$ cat src/design/m4vt_pkg.sv
// ----------------------------------------------------------------------------
// m4vt_pkg
// Shared types, constants and the determinant term table for the 4x4 matrix
// vector transform unit.
// ----------------------------------------------------------------------------
package m4vt_pkg;

    localparam int DATA_W         = 32;
    localparam int ELEM_W         = 4;
    localparam int NUM_ELEMS      = 16;
    localparam int NUM_LANES      = 4;
    localparam int NUM_FACTORS    = 4;
    localparam int TERMS_PER_LANE = 6;
    localparam int NUM_TERMS      = NUM_LANES * TERMS_PER_LANE;
    localparam int FIX_FRAC       = 16;
    localparam int PROD_W         = 2 * DATA_W;
    localparam int SHIFT_W        = PROD_W - FIX_FRAC;
    localparam int ACC_W          = SHIFT_W + 2;
    localparam int TERM_W         = $clog2(TERMS_PER_LANE);
    localparam int STEP_W         = $clog2(NUM_FACTORS);
    localparam int TIDX_W         = $clog2(NUM_TERMS);
    localparam int CNT_W          = TERM_W + STEP_W + 1;
    localparam int XFORM_END      = NUM_FACTORS;
    localparam int DET_END        = TERMS_PER_LANE * NUM_FACTORS * 2;

    localparam logic signed [DATA_W-1:0] FIX_ONE = DATA_W'(32'sh0001_0000);

    localparam logic [1:0] OP_WRITE = 2'd0;
    localparam logic [1:0] OP_XFORM = 2'd1;
    localparam logic [1:0] OP_DET   = 2'd2;

    localparam logic KIND_XFORM = 1'b0;
    localparam logic KIND_DET   = 1'b1;

    // {negate, f3, f2, f1, f0}; factors are multiplied in order f0..f3
    localparam logic [16:0] DET_TERMS [NUM_TERMS] = '{
        {1'b0, 16'h369C}, {1'b1, 16'h36D8}, {1'b1, 16'h3A5C},
        {1'b0, 16'h3AD4}, {1'b0, 16'h3E58}, {1'b1, 16'h3E94},
        {1'b1, 16'h729C}, {1'b0, 16'h72D8}, {1'b0, 16'h7A1C},
        {1'b1, 16'h7AD0}, {1'b1, 16'h7E18}, {1'b0, 16'h7E90},
        {1'b0, 16'hB25C}, {1'b1, 16'hB2D4}, {1'b1, 16'hB61C},
        {1'b0, 16'hB6D0}, {1'b0, 16'hBE14}, {1'b1, 16'hBE50},
        {1'b1, 16'hF258}, {1'b0, 16'hF294}, {1'b0, 16'hF618},
        {1'b1, 16'hF690}, {1'b1, 16'hFA14}, {1'b0, 16'hFA50}
    };

    typedef struct packed {
        logic [1:0]               opcode;
        logic [ELEM_W-1:0]        elem_index;
        logic signed [DATA_W-1:0] elem_value;
        logic signed [DATA_W-1:0] vec_x;
        logic signed [DATA_W-1:0] vec_y;
        logic signed [DATA_W-1:0] vec_z;
        logic signed [DATA_W-1:0] vec_w;
    } t_in_req;

    typedef struct packed {
        logic                     result_kind;
        logic signed [DATA_W-1:0] out_x;
        logic signed [DATA_W-1:0] out_y;
        logic signed [DATA_W-1:0] out_z;
        logic signed [DATA_W-1:0] out_w;
        logic signed [DATA_W-1:0] det_value;
    } t_out_res;

    typedef struct packed {
        logic                     wr;
        logic [ELEM_W-1:0]        wr_addr;
        logic signed [DATA_W-1:0] wr_data;
        logic                     clr;
        logic                     mul;
        logic                     xform;
        logic                     src_p;
        logic [TERM_W-1:0]        term;
        logic [STEP_W-1:0]        step;
        logic                     last;
    } t_lane_ctl;

    function automatic logic signed [DATA_W-1:0] sat32(input logic signed [ACC_W-1:0] v);
        logic all_one;
        logic all_zero;
        all_one  = &v[ACC_W-1:DATA_W-1];
        all_zero = ~|v[ACC_W-1:DATA_W-1];
        if (all_one || all_zero) begin
            sat32 = v[DATA_W-1:0];
        end else if (v[ACC_W-1]) begin
            sat32 = {1'b1, {(DATA_W-1){1'b0}}};
        end else begin
            sat32 = {1'b0, {(DATA_W-1){1'b1}}};
        end
    endfunction

endpackage

$ cat src/design/m4vt_lane.sv
// ----------------------------------------------------------------------------
// m4vt_lane
// One arithmetic lane: private copy of the matrix, a 32x32 multiplier,
// Q16.16 rescale, and an accumulator for a row dot product or for six
// determinant terms.
// ----------------------------------------------------------------------------
module m4vt_lane #(
    parameter int LANE = 0
) (
    input  logic                                  i_clk,
    input  logic                                  i_rst_n,
    input  m4vt_pkg::t_lane_ctl                   i_ctl,
    input  logic signed [m4vt_pkg::DATA_W-1:0]    i_opa,
    output logic signed [m4vt_pkg::ACC_W-1:0]     o_acc
);
    import m4vt_pkg::*;

    localparam int TERM_BASE = LANE * TERMS_PER_LANE;

    logic signed [DATA_W-1:0]  r_mat [NUM_ELEMS];
    logic signed [PROD_W-1:0]  r_prod;
    logic signed [DATA_W-1:0]  r_p;
    logic signed [ACC_W-1:0]   r_acc;
    logic                      r_s2_valid;
    logic                      r_s2_xform;
    logic                      r_s2_last;
    logic                      r_s2_neg;
    logic                      r_fin;
    logic                      r_fin_neg;

    logic [TIDX_W-1:0]         w_tidx;
    logic [16:0]               w_entry;
    logic [ELEM_W-1:0]         w_addr;
    logic signed [DATA_W-1:0]  w_opa;
    logic signed [DATA_W-1:0]  w_opb;
    logic signed [SHIFT_W-1:0] w_shift;
    logic signed [ACC_W-1:0]   w_shift_ext;
    logic signed [ACC_W-1:0]   w_p_ext;

    assign w_tidx  = TIDX_W'(TERM_BASE) + TIDX_W'(i_ctl.term);
    assign w_entry = DET_TERMS[w_tidx];
    assign w_addr  = i_ctl.xform ? {i_ctl.step, 2'(LANE)}
                                 : w_entry[{i_ctl.step, 2'b00} +: ELEM_W];
    assign w_opa   = i_ctl.src_p ? r_p : i_opa;
    assign w_opb   = r_mat[w_addr];

    assign w_shift     = r_prod[PROD_W-1:FIX_FRAC];
    assign w_shift_ext = {{(ACC_W-SHIFT_W){w_shift[SHIFT_W-1]}}, w_shift};
    assign w_p_ext     = {{(ACC_W-DATA_W){r_p[DATA_W-1]}}, r_p};

    always_ff @(posedge i_clk) begin
        if (!i_rst_n) begin
            for (int i = 0; i < NUM_ELEMS; i++) begin
                r_mat[i] <= (i[1:0] == i[3:2]) ? FIX_ONE : '0;
            end
        end else if (i_ctl.wr) begin
            r_mat[i_ctl.wr_addr] <= i_ctl.wr_data;
        end
    end

    always_ff @(posedge i_clk) begin
        if (i_ctl.mul) begin
            r_prod <= w_opa * w_opb;
        end
        if (r_s2_valid && !r_s2_xform) begin
            r_p <= sat32(w_shift_ext);
        end
    end

    always_ff @(posedge i_clk) begin
        if (!i_rst_n) begin
            r_s2_valid <= 1'b0;
            r_s2_xform <= 1'b0;
            r_s2_last  <= 1'b0;
            r_s2_neg   <= 1'b0;
            r_fin      <= 1'b0;
            r_fin_neg  <= 1'b0;
            r_acc      <= '0;
        end else begin
            r_s2_valid <= i_ctl.mul;
            r_s2_xform <= i_ctl.xform;
            r_s2_last  <= i_ctl.last;
            r_s2_neg   <= w_entry[16];
            r_fin      <= r_s2_valid && !r_s2_xform && r_s2_last;
            r_fin_neg  <= r_s2_neg;
            if (i_ctl.clr) begin
                r_acc <= '0;
            end else if (r_s2_valid && r_s2_xform) begin
                r_acc <= r_acc + w_shift_ext;
            end else if (r_fin) begin
                r_acc <= r_fin_neg ? r_acc - w_p_ext : r_acc + w_p_ext;
            end
        end
    end

    assign o_acc = r_acc;

    // chained multiply must see the product of the previous factor
    a_p_ready: assert property (@(posedge i_clk) disable iff (!i_rst_n)
        (i_ctl.mul && i_ctl.src_p) |-> !r_s2_valid)
        else $error("lane %0d: chained multiply issued before rescale", LANE);

    a_fin_excl: assert property (@(posedge i_clk) disable iff (!i_rst_n)
        r_fin |-> !(r_s2_valid && r_s2_xform))
        else $error("lane %0d: term add collides with transform add", LANE);

    a_clr_quiet: assert property (@(posedge i_clk) disable iff (!i_rst_n)
        i_ctl.clr |-> !r_s2_valid && !r_fin)
        else $error("lane %0d: clear while work in flight", LANE);

endmodule

$ cat config.mk
export PLATFORM = sky130hd
export DESIGN_NAME = m4vt_lane
export DESIGN_NICKNAME = d
export VERILOG_FILES = /design/src/design/m4vt_pkg.sv /design/src/design/m4vt_lane.sv
export SDC_FILE = /design/constraint.sdc
export NUM_CORES = 2
export LEC_CHECK = 0
export BUFFER_PORTS_ARGS = -buffer_cell sky130_fd_sc_hd__buf_4
export CAP_MARGIN = 20
export CORE_ASPECT_RATIO = 0.75
export CORE_UTILIZATION = 45
export CTS_CLUSTER_DIAMETER = 100
export DETAILED_ROUTE_END_ITERATION = 10
export PLACE_DENSITY = 0.68
export SLEW_MARGIN = 0
export SYNTH_ARGS = -nofsm -noshare
export SYNTH_HDL_FRONTEND = slang
export SYNTH_SLANG_ARGS = --single-unit
$ cat constraint.sdc
create_clock -name i_clk -period 11.92 [get_ports i_clk]
set_input_delay 2.384 -clock i_clk [delete_from_list [all_inputs] [get_ports i_clk]]
set_output_delay 2.384 -clock i_clk [all_outputs]
set_load 0.05 [all_outputs]
==> metrics.yaml <==
synthFlopType: "edfxtp_1"
slew_headroom_pct: 27.6
drc: 0
ff_latch_area_mm2: 0.0189
initial_core_util_pct: 45.4
yosys-top-cells-area: "fa_1 31%, edfxtp_1 26%, inv_1 5.5%, and2_1 5.3%, nand2_1 5.0%"
hpwl_mm: 163
coreArea_mm2: 0.153
syn_nets: 8451
cap_violations: 0
cp-start-kind: "input pin"
regToRegEndpoint: "r_prod[63]"
io_pins: 131
period_share_pct: 95.9
synth_xor_area_share_pct: 2.01
ys_ff_latch: 648
vias: 52500
required_ns: 12.34
finalHoldViolCount: 0
setup_slack_ns: 0.484
rsz0062_at_grt: "no"
stdcell_area_mm2: 0.0776
numCtsBuffers: 69
yosysMostFrequentCell: "fa_1"
dieArea_mm2: 0.156
drtPass1Iterations: 8
htree_levels: 3
die_width_um: 455
synth_cell_types: 90
cts_tree: "yes"
portBuffers: 130
hold_path_class: "reg -> reg"
r2r.worst_path.cells: 32
yosysTopAreaCellShare_pct: 31.2
fin_setup_tns_ns: 0
synthMuxAreaShare_pct: 2.60
fillers: 13700
path_max_fanout: 65
reg2reg_from: "r_mat[6][2]"
setup_viol: 0
netlist_top_cells_count: "1082 x fa_1, 1010 x inv_1, 916 x nand2_1"
wl_per_cell_um: 23.6
period_needed_ns: 11.44
hold_start: "r_s2_last"
hold_depth: 1
grt_pass1_wl_mm: 332
nets: 8633
drtIter0Drc: 5619
antenna_found_initial: 8
drive_gt1_share_pct: 11.2
grtUsageMet1_pct: 40.5
synth.avg_cell_area_um2: 9.83
synth_edf_count: 592
clk_latency_ns: 0.71
slowest_stage: "fa_1"
synth_adder_area_share_pct: 35.5
pre_cts_ws_ns: -0.0930
busiest_layer: "met2"
viasPerCell: 5.64
run_status: "finished clean"
synth_compound_area_share_pct: 7.26
yosysTopAreaCell: "fa_1"
crit_top_cell: "fa_1"
drv_slew: 0
grt_usage_pct: 28.6
clkSinkCount: 648
synth_top_family_by_area: "adder cells"
hold_path_end: "r_fin"
cts-root-buf: "clkbuf_16"
use_met3_pct: 8.65
tightest_slew_ns: 1.09
grt_start_max_net_pins: 69
drt-total-wl_mm: 219
fin_util_pct: 50.8
yosys_warnings: 0
fmax_ghz: 0.0874
num_rows: 124
gp_congestion: 0.983
clock_path_buffers: 3
synthSimpleGateAreaFrac_pct: 17.4
dpl_cell_area_mm2: 0.0752
antenna_left: 0
crit_type: "in -> reg"
met2_usage_pct: 41.9
synthesis.area_mm2: 0.0693
fin_skew_ns: 0.0513
hold_buffers: 0
gr-total-overflow: 0
cpPeakStageDelay_ns: 0.57
syn_inst: 7053
die_h_um: 342
syn2layout_area_growth_pct: 11.9
cp.arrival_ns: 11.86
clkTransAtPathRegs_ns: 0.06
worst-r2r-setup-slack_ns: 2.62
multi_input_area_mm2: 0.0454
async_reset_ff_share_pct: 0
grt_pass1_vias: 53900
crit_path_end_kind: "register"
synth_seq_area_share_pct: 27.3
-- per-stage QoR --
step                hold WS, ns  std cells
floorplan                 0.412       7053
global placement          0.461       9175
detailed placement        0.452       9176
CTS                       0.473       9301
global route              0.496       9308
finish                    0.469       9311
-- worst max-delay path, delay by kind of cell --
| kind | cells | cell delay [ns] |
|---|---|---|
| adders and majority gates | 10 | 4.72 |
| AOI/OAI and AO/OA | 13 | 2.94 |
| buffers and inverters | 9 | 1.18 |
| muxes | 1 | 0.27 |
| and+or+nand+nor | 2 | 0.21 |
| xor gates and xnor gates | 1 | 0.09 |
-- logic make-up after synthesis --
logic type	after synthesis
AO/OA/AOI/OAI	781
XOR/XNOR	159
adder cells (fa/ha/maj)	1317
buffers and inverters	1441
flip-flops	648
multiplexers	171
AND/OR/NAND/NOR	2536
-- how the worst max path moves through the flow --
stage	startpoint	end	slack, ns	cells past startpoint
after floorplan	i_ctl[1]	r_prod[63]	0.05	37
after global placement	i_ctl[4]	r_prod[63]	0.04	35
after detailed placement	i_ctl[4]	r_prod[63]	-0.09	36
after CTS	i_ctl[4]	r_prod[63]	0.61	35
after global routing	i_ctl[4]	r_prod[63]	0.01	35
final	i_ctl[4]	r_prod[63]	0.48	36
-- registers in the layout (all words and copies together) (netlist names) --
name and cells:
r_s2_valid 1, r_prod 48, r_s2_neg 1, r_p 32, r_fin_neg 1, r_mat 512, r_s2_last 1, r_s2_xform 1
r_fin 1, o_acc 50
-- timing repair --
action	CTS	global route
setup endpoints to repair	0	1
gates resized for setup	0	2
buffers inserted	0	2
-- final cells by class --
class / instances / area share [%]
antenna: 6 / 0.0194
sequential: 648 / 24.4
inverter: 1010 / 4.89
clock inverter: 44 / 0.639
multi-input combinational: 4965 / 58.5
clock buffer: 81 / 2.28
timing repair buffer: 541 / 6.05
tap: 2016 / 3.25
-- per-layer routing --
layer | routed length (um) | vias up | share of wire (%)
met5 | 35 | - | 0.016
met4 | 7470 | 4 | 3.4
met3 | 28100 | 404 | 13
met2 | 93100 | 2845 | 42
met1 | 90800 | 26500 | 41
li1 | - | 22800 | -
-- placed cells by master (no fill, tap or decap), types with 38 or more instances in the layout --
cell type	n
buf_12	49
nand2_1	915
a31oi_1	38
a211oi_1	58
a21o_1	70
and2_1	586
dfxtp_1	55
mux2i_1	97
inv_1	1010
mux2_2	53
nor2b_1	54
a311oi_1	51
xor2_1	41
xnor2_1	118
buf_4	489
nor2_1	578
a21oi_1	205
nand2b_1	85
ha_1	235
fa_1	1081
nand3_1	143
clkbuf_16	69
edfxtp_1	592
o21ai_0	148
Power is left out: the tool's default activity adds up to more than one toggle a clock period on the data nets, which glitch-free logic cannot reach.
